===== config.mk =====
export PLATFORM = sky130hd
export DESIGN_NAME = luma_average_hysteresis_led
export DESIGN_NICKNAME = d
export VERILOG_FILES = /design/src/rtl/core/lah_pkg.sv /design/src/rtl/core/lah_div.sv /design/src/rtl/core/lah_out_q.sv /design/src/rtl/core/lah_datapath.sv /design/src/rtl/core/lah_ctrl.sv /design/src/rtl/core/luma_average_hysteresis_led.sv
export SDC_FILE = /design/constraint.sdc
export NUM_CORES = 1
export LEC_CHECK = 0
export BUFFER_PORTS_ARGS = -buffer_cell sky130_fd_sc_hd__buf_4
export CORE_ASPECT_RATIO = 0.75
export CORE_MARGIN = 2
export CORE_UTILIZATION = 60
export DETAILED_ROUTE_END_ITERATION = 10
export HOLD_SLACK_MARGIN = 0.06
export PLACE_DENSITY_LB_ADDON = 0.3
export SETUP_SLACK_MARGIN = 0.15
export SYNTH_ARGS = -nofsm -noshare
export SYNTH_HDL_FRONTEND = slang
export SYNTH_SLANG_ARGS = --single-unit

===== constraint.sdc =====
create_clock -name clk -period 9.2 [get_ports clk]
set_clock_uncertainty 0.15 [all_clocks]
set_input_delay 1.84 -clock clk [delete_from_list [all_inputs] [get_ports clk]]
set_output_delay 1.84 -clock clk [all_outputs]
set_load 0.05 [all_outputs]

===== src/rtl/core/lah_pkg.sv =====
package lah_pkg;

    localparam int SUBSAMPLE_STEP = 16;
    localparam int MAX_DIMENSION  = 4096;

    localparam int LUMA_W     = 8;
    localparam int DIM_W      = 13;
    localparam int POS_W      = 12;
    localparam int SUM_W      = 24;
    localparam int CNT_W      = 17;
    localparam int TICK_W     = 16;
    localparam int MODE_W     = 2;
    localparam int CFG_IDX_W  = 3;
    localparam int CFG_DATA_W = 16;
    localparam int DIV_CNT_W  = $clog2(SUM_W);

    localparam logic [LUMA_W-1:0] NO_SAMPLE_LEVEL = 8'd128;

    localparam logic [MODE_W-1:0] MODE_OFF  = 2'd0;
    localparam logic [MODE_W-1:0] MODE_ON   = 2'd1;
    localparam logic [MODE_W-1:0] MODE_AUTO = 2'd2;

    localparam logic KIND_PIXEL = 1'b0;
    localparam logic KIND_TICK  = 1'b1;

    localparam logic [CFG_IDX_W-1:0] CFG_IR_MODE      = 3'd0;
    localparam logic [CFG_IDX_W-1:0] CFG_DARK_THRESH  = 3'd1;
    localparam logic [CFG_IDX_W-1:0] CFG_HYST_MARGIN  = 3'd2;
    localparam logic [CFG_IDX_W-1:0] CFG_CHECK_INTVL  = 3'd3;
    localparam logic [CFG_IDX_W-1:0] CFG_FRAME_WIDTH  = 3'd4;
    localparam logic [CFG_IDX_W-1:0] CFG_FRAME_HEIGHT = 3'd5;

    typedef struct packed {
        logic              mode;
        logic [LUMA_W-1:0] luma;
        logic              start_of_frame;
    } in_item_t;

    typedef struct packed {
        logic              led_on;
        logic [LUMA_W-1:0] brightness;
        logic              decided;
        logic              frame_done;
    } out_item_t;

    typedef struct packed {
        logic take;
        logic div_start;
        logic finish;
        logic push;
    } dp_cmd_t;

    typedef struct packed {
        logic div_needed;
        logic div_done;
    } dp_status_t;

    typedef enum logic {
        CTL_IDLE,
        CTL_DIV
    } ctl_state_t;

endpackage


===== src/rtl/core/lah_div.sv =====
module lah_div (
    input  logic                      clk,
    input  logic                      rst_n,
    input  logic                      start,
    input  logic [lah_pkg::SUM_W-1:0] dividend,
    input  logic [lah_pkg::CNT_W-1:0] divisor,
    output logic                      done,
    output logic [lah_pkg::SUM_W-1:0] quotient
);
    import lah_pkg::*;

    logic                 busy_reg, busy_next;
    logic                 done_reg, done_next;
    logic [DIV_CNT_W-1:0] step_reg, step_next;
    logic [CNT_W-1:0]     rem_reg, rem_next;
    logic [CNT_W-1:0]     dvs_reg, dvs_next;
    logic [SUM_W-1:0]     quo_reg, quo_next;

    logic [CNT_W:0] rem_shift;
    logic [CNT_W:0] rem_sub;
    logic           fits;

    always_comb
    begin
        rem_shift = {rem_reg, quo_reg[SUM_W-1]};
        rem_sub   = rem_shift - {1'b0, dvs_reg};
        fits      = rem_shift >= {1'b0, dvs_reg};

        busy_next = busy_reg;
        done_next = 1'b0;
        step_next = step_reg;
        rem_next  = rem_reg;
        dvs_next  = dvs_reg;
        quo_next  = quo_reg;

        if (start)
        begin
            busy_next = 1'b1;
            step_next = '0;
            rem_next  = '0;
            dvs_next  = divisor;
            quo_next  = dividend;
        end
        else if (busy_reg)
        begin
            quo_next  = {quo_reg[SUM_W-2:0], fits};
            rem_next  = fits ? rem_sub[CNT_W-1:0] : rem_shift[CNT_W-1:0];
            step_next = step_reg + 1'b1;
            if (step_reg == DIV_CNT_W'(SUM_W - 1))
            begin
                busy_next = 1'b0;
                done_next = 1'b1;
            end
        end
    end

    always_ff @(posedge clk or negedge rst_n)
    begin
        if (!rst_n)
        begin
            busy_reg <= 1'b0;
            done_reg <= 1'b0;
            step_reg <= '0;
        end
        else
        begin
            busy_reg <= busy_next;
            done_reg <= done_next;
            step_reg <= step_next;
        end
    end

    always_ff @(posedge clk)
    begin
        rem_reg <= rem_next;
        dvs_reg <= dvs_next;
        quo_reg <= quo_next;
    end

    assign done     = done_reg;
    assign quotient = quo_reg;

endmodule


===== src/rtl/core/lah_out_q.sv =====
module lah_out_q (
    input  logic               clk,
    input  logic               rst_n,
    input  logic               push,
    input  lah_pkg::out_item_t push_data,
    output logic               room,
    output logic               out_valid,
    input  logic               out_stall,
    output lah_pkg::out_item_t out_data
);
    import lah_pkg::*;

    out_item_t  entry_reg [2];
    logic       wr_ptr_reg, wr_ptr_next;
    logic       rd_ptr_reg, rd_ptr_next;
    logic [1:0] count_reg, count_next;
    logic       pop;

    always_comb
    begin
        pop         = (count_reg != 2'd0) && !out_stall;
        wr_ptr_next = push ? ~wr_ptr_reg : wr_ptr_reg;
        rd_ptr_next = pop ? ~rd_ptr_reg : rd_ptr_reg;
        count_next  = count_reg + {1'b0, push} - {1'b0, pop};
    end

    always_ff @(posedge clk or negedge rst_n)
    begin
        if (!rst_n)
        begin
            wr_ptr_reg <= 1'b0;
            rd_ptr_reg <= 1'b0;
            count_reg  <= 2'd0;
        end
        else
        begin
            wr_ptr_reg <= wr_ptr_next;
            rd_ptr_reg <= rd_ptr_next;
            count_reg  <= count_next;
        end
    end

    always_ff @(posedge clk)
    begin
        if (push)
        begin
            entry_reg[wr_ptr_reg] <= push_data;
        end
    end

    assign room      = count_reg != 2'd2;
    assign out_valid = count_reg != 2'd0;
    assign out_data  = entry_reg[rd_ptr_reg];

endmodule


===== src/rtl/core/lah_datapath.sv =====
module lah_datapath (
    input  logic                           clk,
    input  logic                           rst_n,
    input  lah_pkg::in_item_t              in_data,
    input  logic                           cfg_write,
    input  logic [lah_pkg::CFG_IDX_W-1:0]  cfg_index,
    input  logic [lah_pkg::CFG_DATA_W-1:0] cfg_data,
    input  lah_pkg::dp_cmd_t               cmd,
    output lah_pkg::dp_status_t            status,
    output lah_pkg::out_item_t             result
);
    import lah_pkg::*;

    logic [MODE_W-1:0] ir_mode_reg, ir_mode_next;
    logic [LUMA_W-1:0] thresh_reg, thresh_next;
    logic [LUMA_W-1:0] margin_reg, margin_next;
    logic [TICK_W-1:0] interval_reg, interval_next;
    logic [DIM_W-1:0]  width_reg, width_next;
    logic [DIM_W-1:0]  height_reg, height_next;

    logic [POS_W-1:0]  col_reg, col_next;
    logic [POS_W-1:0]  row_reg, row_next;
    logic [SUM_W-1:0]  sum_reg, sum_next;
    logic [CNT_W-1:0]  cnt_reg, cnt_next;
    logic [TICK_W-1:0] elapsed_reg, elapsed_next;
    logic              led_reg, led_next;
    logic [LUMA_W-1:0] bright_reg, bright_next;

    logic [DIM_W-1:0]  w, h;
    logic [POS_W-1:0]  col0, row0, col1, row1;
    logic [SUM_W-1:0]  sum0, sum_acc;
    logic [CNT_W-1:0]  cnt0, cnt_acc;
    logic              sample, col_last, row_last, frame_end, check, is_pixel;
    logic              div_done;
    logic [SUM_W-1:0]  quotient;

    function automatic logic [DIM_W-1:0] clamp_dim(input logic [DIM_W-1:0] v);
        if (v == '0)
            return DIM_W'(1);
        else if (v > DIM_W'(MAX_DIMENSION))
            return DIM_W'(MAX_DIMENSION);
        else
            return v;
    endfunction

    function automatic logic hyst(input logic led, input logic [SUM_W-1:0] avg,
                                  input logic [LUMA_W-1:0] thr,
                                  input logic [LUMA_W-1:0] mrg);
        logic [LUMA_W:0] off_level;
        off_level = {1'b0, thr} + {1'b0, mrg};
        if (!led && (avg < SUM_W'(thr)))
            return 1'b1;
        else if (led && (avg > SUM_W'(off_level)))
            return 1'b0;
        else
            return led;
    endfunction

    lah_div u_div (
        .clk      (clk),
        .rst_n    (rst_n),
        .start    (cmd.div_start),
        .dividend (sum_acc),
        .divisor  (cnt_acc),
        .done     (div_done),
        .quotient (quotient)
    );

    always_comb
    begin
        w    = clamp_dim(width_reg);
        h    = clamp_dim(height_reg);
        col0 = in_data.start_of_frame ? '0 : col_reg;
        row0 = in_data.start_of_frame ? '0 : row_reg;
        sum0 = in_data.start_of_frame ? '0 : sum_reg;
        cnt0 = in_data.start_of_frame ? '0 : cnt_reg;
        col1 = ({1'b0, col0} >= w) ? '0 : col0;
        row1 = ({1'b0, row0} >= h) ? '0 : row0;

        sample  = ((row1 % SUBSAMPLE_STEP) == 0) && ((col1 % SUBSAMPLE_STEP) == 0);
        sum_acc = sample ? sum0 + SUM_W'(in_data.luma) : sum0;
        cnt_acc = sample ? cnt0 + 1'b1 : cnt0;

        col_last  = ({1'b0, col1} + 1'b1) >= w;
        row_last  = ({1'b0, row1} + 1'b1) >= h;
        frame_end = col_last && row_last;
        is_pixel  = in_data.mode == KIND_PIXEL;
        check     = is_pixel && frame_end && (ir_mode_reg == MODE_AUTO)
                    && (elapsed_reg >= interval_reg);

        status.div_needed = check && (cnt_acc != '0);
        status.div_done   = div_done;
    end

    always_comb
    begin
        ir_mode_next  = ir_mode_reg;
        thresh_next   = thresh_reg;
        margin_next   = margin_reg;
        interval_next = interval_reg;
        width_next    = width_reg;
        height_next   = height_reg;
        col_next      = col_reg;
        row_next      = row_reg;
        sum_next      = sum_reg;
        cnt_next      = cnt_reg;
        elapsed_next  = elapsed_reg;
        led_next      = led_reg;
        bright_next   = bright_reg;

        result.decided    = 1'b0;
        result.frame_done = 1'b0;

        if (cmd.take)
        begin
            if (!is_pixel)
            begin
                if (elapsed_reg != '1)
                    elapsed_next = elapsed_reg + 1'b1;
            end
            else if (frame_end)
            begin
                result.frame_done = 1'b1;
                col_next = '0;
                row_next = '0;
                sum_next = '0;
                cnt_next = '0;
                if (check)
                begin
                    elapsed_next = '0;
                    if (cnt_acc == '0)
                    begin
                        result.decided = 1'b1;
                        bright_next    = NO_SAMPLE_LEVEL;
                        led_next       = hyst(led_reg, SUM_W'(NO_SAMPLE_LEVEL),
                                              thresh_reg, margin_reg);
                    end
                end
            end
            else
            begin
                sum_next = sum_acc;
                cnt_next = cnt_acc;
                if (col_last)
                begin
                    col_next = '0;
                    row_next = row1 + 1'b1;
                end
                else
                begin
                    col_next = col1 + 1'b1;
                    row_next = row1;
                end
            end
        end

        if (cmd.finish)
        begin
            result.decided    = 1'b1;
            result.frame_done = 1'b1;
            bright_next       = quotient[LUMA_W-1:0];
            led_next          = hyst(led_reg, quotient, thresh_reg, margin_reg);
        end

        if (cfg_write)
        begin
            case (cfg_index)
                CFG_IR_MODE:
                begin
                    ir_mode_next = cfg_data[MODE_W-1:0];
                    if (cfg_data[MODE_W-1:0] == MODE_OFF)
                        led_next = 1'b0;
                    if (cfg_data[MODE_W-1:0] == MODE_ON)
                        led_next = 1'b1;
                end
                CFG_DARK_THRESH:  thresh_next   = cfg_data[LUMA_W-1:0];
                CFG_HYST_MARGIN:  margin_next   = cfg_data[LUMA_W-1:0];
                CFG_CHECK_INTVL:  interval_next = cfg_data[TICK_W-1:0];
                CFG_FRAME_WIDTH:  width_next    = cfg_data[DIM_W-1:0];
                CFG_FRAME_HEIGHT: height_next   = cfg_data[DIM_W-1:0];
                default: ;
            endcase
        end

        result.led_on     = led_next;
        result.brightness = bright_next;
    end

    always_ff @(posedge clk or negedge rst_n)
    begin
        if (!rst_n)
        begin
            ir_mode_reg  <= MODE_AUTO;
            thresh_reg   <= 8'd40;
            margin_reg   <= 8'd15;
            interval_reg <= 16'd1000;
            width_reg    <= 13'd1280;
            height_reg   <= 13'd720;
            col_reg      <= '0;
            row_reg      <= '0;
            sum_reg      <= '0;
            cnt_reg      <= '0;
            elapsed_reg  <= '1;
            led_reg      <= 1'b0;
            bright_reg   <= '0;
        end
        else
        begin
            ir_mode_reg  <= ir_mode_next;
            thresh_reg   <= thresh_next;
            margin_reg   <= margin_next;
            interval_reg <= interval_next;
            width_reg    <= width_next;
            height_reg   <= height_next;
            col_reg      <= col_next;
            row_reg      <= row_next;
            sum_reg      <= sum_next;
            cnt_reg      <= cnt_next;
            elapsed_reg  <= elapsed_next;
            led_reg      <= led_next;
            bright_reg   <= bright_next;
        end
    end

endmodule


===== src/rtl/core/lah_ctrl.sv =====
module lah_ctrl (
    input  logic                clk,
    input  logic                rst_n,
    input  logic                in_valid,
    output logic                in_stall,
    input  logic                q_room,
    input  lah_pkg::dp_status_t status,
    output lah_pkg::dp_cmd_t    cmd
);
    import lah_pkg::*;

    ctl_state_t state_reg, state_next;

    always_ff @(posedge clk or negedge rst_n)
    begin
        if (!rst_n)
            state_reg <= CTL_IDLE;
        else
            state_reg <= state_next;
    end

    always_comb
    begin
        state_next    = state_reg;
        in_stall      = 1'b1;
        cmd.take      = 1'b0;
        cmd.div_start = 1'b0;
        cmd.finish    = 1'b0;
        cmd.push      = 1'b0;

        case (state_reg)
            CTL_IDLE:
            begin
                in_stall = !q_room;
                if (in_valid && q_room)
                begin
                    cmd.take = 1'b1;
                    if (status.div_needed)
                    begin
                        cmd.div_start = 1'b1;
                        state_next    = CTL_DIV;
                    end
                    else
                        cmd.push = 1'b1;
                end
            end
            CTL_DIV:
            begin
                if (status.div_done)
                begin
                    cmd.finish = 1'b1;
                    cmd.push   = 1'b1;
                    state_next = CTL_IDLE;
                end
            end
            default: state_next = CTL_IDLE;
        endcase
    end

    a_stall_in_div: assert property (@(posedge clk) disable iff (!rst_n)
        state_reg == CTL_DIV |-> in_stall)
        else $error("input taken while division runs");

    a_start_enters_div: assert property (@(posedge clk) disable iff (!rst_n)
        cmd.div_start |=> state_reg == CTL_DIV)
        else $error("division started without waiting for it");

    a_done_only_in_div: assert property (@(posedge clk) disable iff (!rst_n)
        status.div_done |-> state_reg == CTL_DIV)
        else $error("divider finished with no division pending");

    a_push_has_room: assert property (@(posedge clk) disable iff (!rst_n)
        cmd.push |-> q_room)
        else $error("result pushed into a full queue");

endmodule


===== src/rtl/core/luma_average_hysteresis_led.sv =====
// Average-brightness illuminator switch. Each accepted transaction is a luma pixel or a
// time tick and yields exactly one result. Ticks and ordinary pixels push their result as
// they are taken. The last pixel of a frame that runs a brightness check with at least one
// sample stalls the input while the floor average comes from a restoring divider, one
// quotient bit per cycle, after which hysteresis is applied. A two-entry result queue lets
// the input side keep going while one result waits downstream. Configuration writes are
// always ready and must only be issued while the block is idle.
module luma_average_hysteresis_led (
    input  logic                           clk,
    input  logic                           rst_n,
    input  logic                           in_valid,
    output logic                           in_stall,
    input  lah_pkg::in_item_t              in_data,
    output logic                           out_valid,
    input  logic                           out_stall,
    output lah_pkg::out_item_t             out_data,
    input  logic                           cfg_valid,
    output logic                           cfg_ready,
    input  logic [lah_pkg::CFG_IDX_W-1:0]  cfg_index,
    input  logic [lah_pkg::CFG_DATA_W-1:0] cfg_data
);
    import lah_pkg::*;

    dp_cmd_t    cmd;
    dp_status_t status;
    out_item_t  result;
    logic       q_room;

    assign cfg_ready = 1'b1;

    lah_ctrl u_ctrl (
        .clk      (clk),
        .rst_n    (rst_n),
        .in_valid (in_valid),
        .in_stall (in_stall),
        .q_room   (q_room),
        .status   (status),
        .cmd      (cmd)
    );

    lah_datapath u_datapath (
        .clk       (clk),
        .rst_n     (rst_n),
        .in_data   (in_data),
        .cfg_write (cfg_valid && cfg_ready),
        .cfg_index (cfg_index),
        .cfg_data  (cfg_data),
        .cmd       (cmd),
        .status    (status),
        .result    (result)
    );

    lah_out_q u_out_q (
        .clk       (clk),
        .rst_n     (rst_n),
        .push      (cmd.push),
        .push_data (result),
        .room      (q_room),
        .out_valid (out_valid),
        .out_stall (out_stall),
        .out_data  (out_data)
    );

endmodule


==> results_dict.tcl, run 1 <==
set metrics [dict create \
    status "complete, no violations" \
    critPathSlowestCell "nor3_1" \
    core-area_um2 25000 \
    fmax_ghz 0.123 \
    ys_seq_area_frac 0.413 \
    diodes 0 \
    clkLatencyLatePin_ps 540 \
    reg2reg_setup_slack_ps 1740 \
    startpoint "in_data[0]" \
    die_width_um 189 \
    dr.pass1.iters 5 \
    synth_top_area_cell "dfrtp_1" \
    reg2reg_from "u_datapath.height_reg[1]" \
    drive_gt1_frac 0.147 \
    grt_overflow 0 \
    first_iter_violations 1037 \
    hold_buffers 0 \
    synth_compound_area_frac 0.156 \
    clock-sinks 242 \
    cts_tree "done" \
    hold_class "reg2reg" \
    cp-end-kind "register" \
    critical_path_class "in2reg" \
    ir_drop_mv 0.156 \
    drt_wl_total_um 38500 \
    powerDensity_nw_per_um2 235 \
    synth_mux_area_frac 0.0644 \
    synthArstFlopShare 0.669 \
    final_area_um2 16800 \
    post_cts_buffers 0 \
    rows 50 \
    wire_per_inst_um 19.5 \
    grt_pass1_wl_um 62000 \
    worst_slack_ps 1040 \
    area_growth_pct 9.69 \
    setup_tns_ps 0 \
    synth_cells 1584 \
    timing.final.crit_share 0.887 \
    post-place-ws_ps 684 \
    hold_violations 0 \
    clockBufferDepth 3 \
    slowest_delay_ps 380 \
    crit_required_ps 9510 \
    final_core_util 0.672 \
    synth-xor-area-share 0.0554 \
    vias 12123 \
    grt_pass1_vias 11361 \
    gp_congestion 0.982 \
    dp_hpwl_um 28000 \
    fin_nets 1778 \
    synth_area_leaders "dfrtp_1 21%, edfxtp_1 12%, ha_1 10%" \
    netlist.area_leader.share 0.207 \
    antenna_left 0 \
    setup_violations 0 \
    switchingPower_uw 1450 \
    layout_min_cycle_time_ps 8160 \
    max_cap_violations 0 \
    nFillCells 1983 \
    yosysMostFrequentCell "nand2_1" \
    synth-adder-area-share 0.105 \
    clockRootBuffer "clkbuf_16" \
    synthesis.area_um2 15300 \
    antenna_found_initial 0 \
    critPathMaxFanout 17 \
    synth_top_family_by_area "simple AND/OR/NAND/NOR gates" \
    swShare 0.367 \
    min_from "u_datapath.col_reg[1]" \
    syn-mean-instance-area_um2 9.68 \
    die_y_um 142 \
    power_frac_seq 0.386 \
    power_frac_clock 0.256 \
    synth_flop_cell "dfrtp_1" \
    track_usage 0.288 \
    ys_ff_latch 242 \
    ios 48 \
    synth_edf_count 63 \
    clk_pin_slew_ps 60 \
    cp-start-kind "input port" \
    p_leak_uw 0.00725 \
    yosys.area_share.simple 0.169 \
    crit_arrival_ps 8470 \
    slew_viol_final 0 \
    postPlaceCellArea_um2 16000 \
    cts_buffers 26 \
    finalPower_uw 3950 \
    synth_nets 1745 \
    dieArea_um2 26900 \
    start_util 0.613 \
    comb_power_share 0.359 \
    ys_top_cells_by_count "165 x nand2_1, 127 x dfrtp_1, 124 x ha_1, 120 x nor2_1, 109 x o21ai_0" \
    worstMarginPinSlew_ps 992 \
    portBuffers 46 \
    vias_per_cell 6.14 \
    crit_end "u_out_q.count_reg[1]" \
    drc 0 \
    rsz0062_at_grt "no" \
    ys_warn_count 0 \
    cpMostUsedCell "ha_1" \
    internal_power_uw 2500 \
    h-tree-depth 1 \
    grt_max_degree 99 \
    r2r-end "u_out_q.count_reg[1]" \
    ctsResizeCount 0 \
    synth_cell_types 83 \
    max_slew_margin 0.339 \
    worst_r2r_path_depth 32 \
]
per-stage QoR:
step	hold slack, ps	instances
floorplan	286	1584
global placement	309	1927
detailed placement	318	1927
CTS	332	1975
global route	367	1975
finish	335	1975
worst max-delay path, delay by kind of cell:
family | cells | cell delay [ps]
compound gates | 10 | 2170
xor+xnor | 3 | 430
fa+ha+maj | 5 | 1340
buf+inv | 3 | 310
simple gates | 11 | 2350
power groups by stage:
stage               Combinational (uW)  Clock, uW  Sequential [uW]
floorplan                         1070          0             1460
global placement                  1330          0             1520
detailed placement                1380          0             1530
CTS                               1400       1030             1520
global route                      1560       1070             1550
finish                            1420       1010             1520
logic make-up after synthesis:
kind of cell,after synthesis
DFF,242
buffers and inverters,143
xor gates and xnor gates,97
adders and majority gates,127
and+or+nand+nor,525
muxes,90
other,1
AOI/OAI and AO/OA,359
metal layers:
metal,up-vias,track usage,routed length [um]
li1,5754,-,-
met1,5885,0.458,19000
met2,422,0.419,16000
met3,62,0.0372,2810
met4,0,0.0600,749
met5,-,0,0
cells in the final DEF, fill, tap and decap left out, drive strengths merged, types with 13 or more instances in the layout:
cell    instances
xnor2          53
nand2b         21
and3           18
dfxtp          17
edfxtp         63
a211oi         27
nand4          21
buf            67
o21ai         115
a21oi          73
a21o           18
clkbuf         32
xor2           44
a22o           21
nand3          40
o31ai          29
nor2          120
and4           13
dfrtp         127
mux2i          21
nor2b          52
nor4           14
ha            124
mux2           69
dfstp          35
nand2         165
inv            83
nor3           20
layout make-up:
type                       count  area, um2  area share
tap                          338        423      0.0251
clock inverter                16        120     0.00714
timing repair buffer          67        507      0.0301
multi-input combinational   1199       8440       0.502
clock buffer                  32        693      0.0412
sequential                   242       6330       0.376
inverter                      81        304      0.0181
worst min-delay path by stage:
| stage | to | cells after the start |
|---|---|---|
| 6_report | u_datapath.col_reg[1] | 2 |
| 5_1_grt | u_datapath.sum_reg[6] | 2 |
| 4_1_cts | u_datapath.col_reg[1] | 2 |
| 3_5_place_dp | u_datapath.col_reg[1] | 2 |
| 3_3_place_gp | u_datapath.sum_reg[3] | 2 |
| 2_1_floorplan | u_ctrl.state_reg | 1 |
No activity file was read; power rests on OpenSTA's default activity.
==> run 2: changes to the inputs <==
--- a/config.mk
+++ b/config.mk
@@ -7,7 +7,6 @@
 export LEC_CHECK = 0
 export BUFFER_PORTS_ARGS = -buffer_cell sky130_fd_sc_hd__buf_4
 export CORE_ASPECT_RATIO = 0.75
-export CORE_MARGIN = 2
 export CORE_UTILIZATION = 60
 export DETAILED_ROUTE_END_ITERATION = 10
 export HOLD_SLACK_MARGIN = 0.06
==> run 2 against run 1 <==
  * Clock power rose by 12%
  * Maximum frequency decreased by 3.8%
  * Register-to-register slack got worse by 310 ps
  * Via count grew 0.76%
  * Utilization up 0.33 points
  * Cell count decreased by 0.20%
  * Non-clock buffer count shrank 2
  * Global-route usage rose by 0.11 points
  * Critical path type unchanged
  * Critical endpoint is now u_out_q.entry_reg[1][1]
==> results_dict.tcl, run 2 (synthesized netlist as in run 1, its figures left out) <==
set metrics [dict create \
    portBuffers 46 \
    status "complete, no violations" \
    h-tree-depth 1 \
    regArea_um2 6330 \
    power_frac_seq 0.375 \
    switchingPower_uw 1450 \
    final_common_cell "nand2_1" \
    multi_input_area_um2 8440 \
    grt_pass1_vias 11815 \
    power_frac_clock 0.278 \
    final_cells 1971 \
    cts_buffers 25 \
    crit_required_ps 9210 \
    worst_r2r_path_depth 33 \
    p_leak_uw 0.00726 \
    drive_gt1_frac 0.147 \
    grt_pass1_wl_um 61600 \
    dp_cells 1925 \
    drc 0 \
    max_slew_margin 0.308 \
    fin_nets 1775 \
    vias 12215 \
    drt_wl_total_um 37700 \
    ir_drop_mv 0.139 \
    clk_pin_slew_ps 60 \
    slew_viol_final 0 \
    hold_class "reg2reg" \
    hold_violations 0 \
    r2r-end "u_out_q.count_reg[1]" \
    reg2reg_setup_slack_ps 1430 \
    wire_per_inst_um 19.1 \
    clockRootBuffer "clkbuf_16" \
    nFillCells 1993 \
    dr.pass1.iters 6 \
    ctsResizeCount 0 \
    die_y_um 140 \
    first_iter_violations 1241 \
    cp-end-kind "register" \
    cp-start-kind "input port" \
    die_width_um 187 \
    clkLatencyLatePin_ps 540 \
    clockBufferDepth 3 \
    rsz0062_at_grt "no" \
    powerDensity_nw_per_um2 240 \
    whs_path_depth 2 \
    setup_violations 0 \
    setup_tns_ps 0 \
    min_to "u_datapath.row_reg[0]" \
    grt_max_degree 94 \
    mostFrequentLayoutCells "165 x nand2_1, 127 x dfrtp_1, 124 x ha_1, 120 x nor2_1, 109 x o21ai_0" \
    critPathMaxFanout 36 \
    start_util 0.613 \
    dp_hpwl_um 27500 \
    track_usage 0.290 \
    reg2reg_from "u_datapath.height_reg[1]" \
    min_from "u_datapath.row_reg[0]" \
    cts_tree "done" \
    ios 48 \
    worstMarginPinSlew_ps 1030 \
    comb_power_share 0.347 \
    antenna_left 0 \
    layout_min_cycle_time_ps 8480 \
    post_cts_buffers 0 \
    critical_path_class "in2reg" \
    diodes 0 \
    gp_congestion 0.916 \
    grt_overflow 0 \
    timing.final.crit_share 0.922 \
    final_area_um2 16900 \
    crit_arrival_ps 8490 \
    rows 50 \
    critPathSlowestCell "nor2b_1" \
    internal_power_uw 2600 \
    core-area_um2 25000 \
    antenna_found_initial 0 \
    slowest_delay_ps 770 \
    hold_buffers 0 \
    dieArea_um2 26200 \
    vias_per_cell 6.20 \
    max_cap_violations 0 \
    clock-sinks 242 \
    postPlaceCellArea_um2 16000 \
    fmax_ghz 0.118 \
    area_growth_pct 10.2 \
    swShare 0.358 \
]
[run 2: cell types whose count changed in the layout (fill, tap and decap cells not counted), sizes merged]
cell      previous run  this run
clkbuf              32        25
bufinv               1         6
clkinv              12         7
clkinvlp             1         6
buf                 67        65
[run 2: area by class of cell]
| type | instances | share of cell area |
|---|---|---|
| multi-input cells | 1199 | 0.499 |
| flip-flops and latches | 242 | 0.375 |
| clock buffers | 25 | 0.0370 |
| repair buffers | 65 | 0.0291 |
| well taps | 338 | 0.0250 |
| inverters | 81 | 0.0180 |
| clock inverters | 21 | 0.0169 |
[run 2: metrics by stage]
step / setup slack, ps / hold slack, ps / util / power (uW)
2_1_floorplan: 543 / 286 / - / 2540
3_3_place_gp: 478 / 310 / 0.639 / 2850
3_5_place_dp: 321 / 318 / 0.639 / 2920
4_1_cts: 825 / 335 / 0.675 / 4060
5_1_grt: 248 / 358 / 0.675 / 4290
6_report: 717 / 334 / 0.675 / 4050
[run 2: power by group through the flow]
stage	Clock [uW]	Combinational, uW	Sequential (uW)
2_1_floorplan	0	1070	1460
3_3_place_gp	0	1320	1520
3_5_place_dp	0	1380	1530
4_1_cts	1140	1400	1520
5_1_grt	1170	1570	1540
6_report	1130	1410	1520
[run 2: critical path, delay by kind of cell]
family          cells  cell delay (ps)
compound gates      9             1940
xor+xnor            1              150
fa+ha+maj           3              840
buf+inv             5              970
simple gates       13             2720
[run 2: per-layer routing]
metal,vias to the layer above,track usage,share of wire
met1,5956,0.429,0.46
met4,0,0.0660,0.018
li1,5742,-,-
met2,464,0.449,0.44
met5,-,0,0
met3,53,0.0428,0.073
[run 2: worst max path at each step]
stage | startpoint | endpoint | slack (ps)
after global placement | in_data[0] | u_out_q.entry_reg[1][1] | 480
after floorplan | in_data[0] | u_out_q.count_reg[1] | 540
after CTS | in_data[0] | u_out_q.entry_reg[1][4] | 830
final | in_data[0] | u_out_q.entry_reg[1][1] | 720
after global routing | in_data[0] | u_out_q.entry_reg[1][6] | 250
after detailed placement | in_data[0] | u_out_q.entry_reg[1][9] | 320
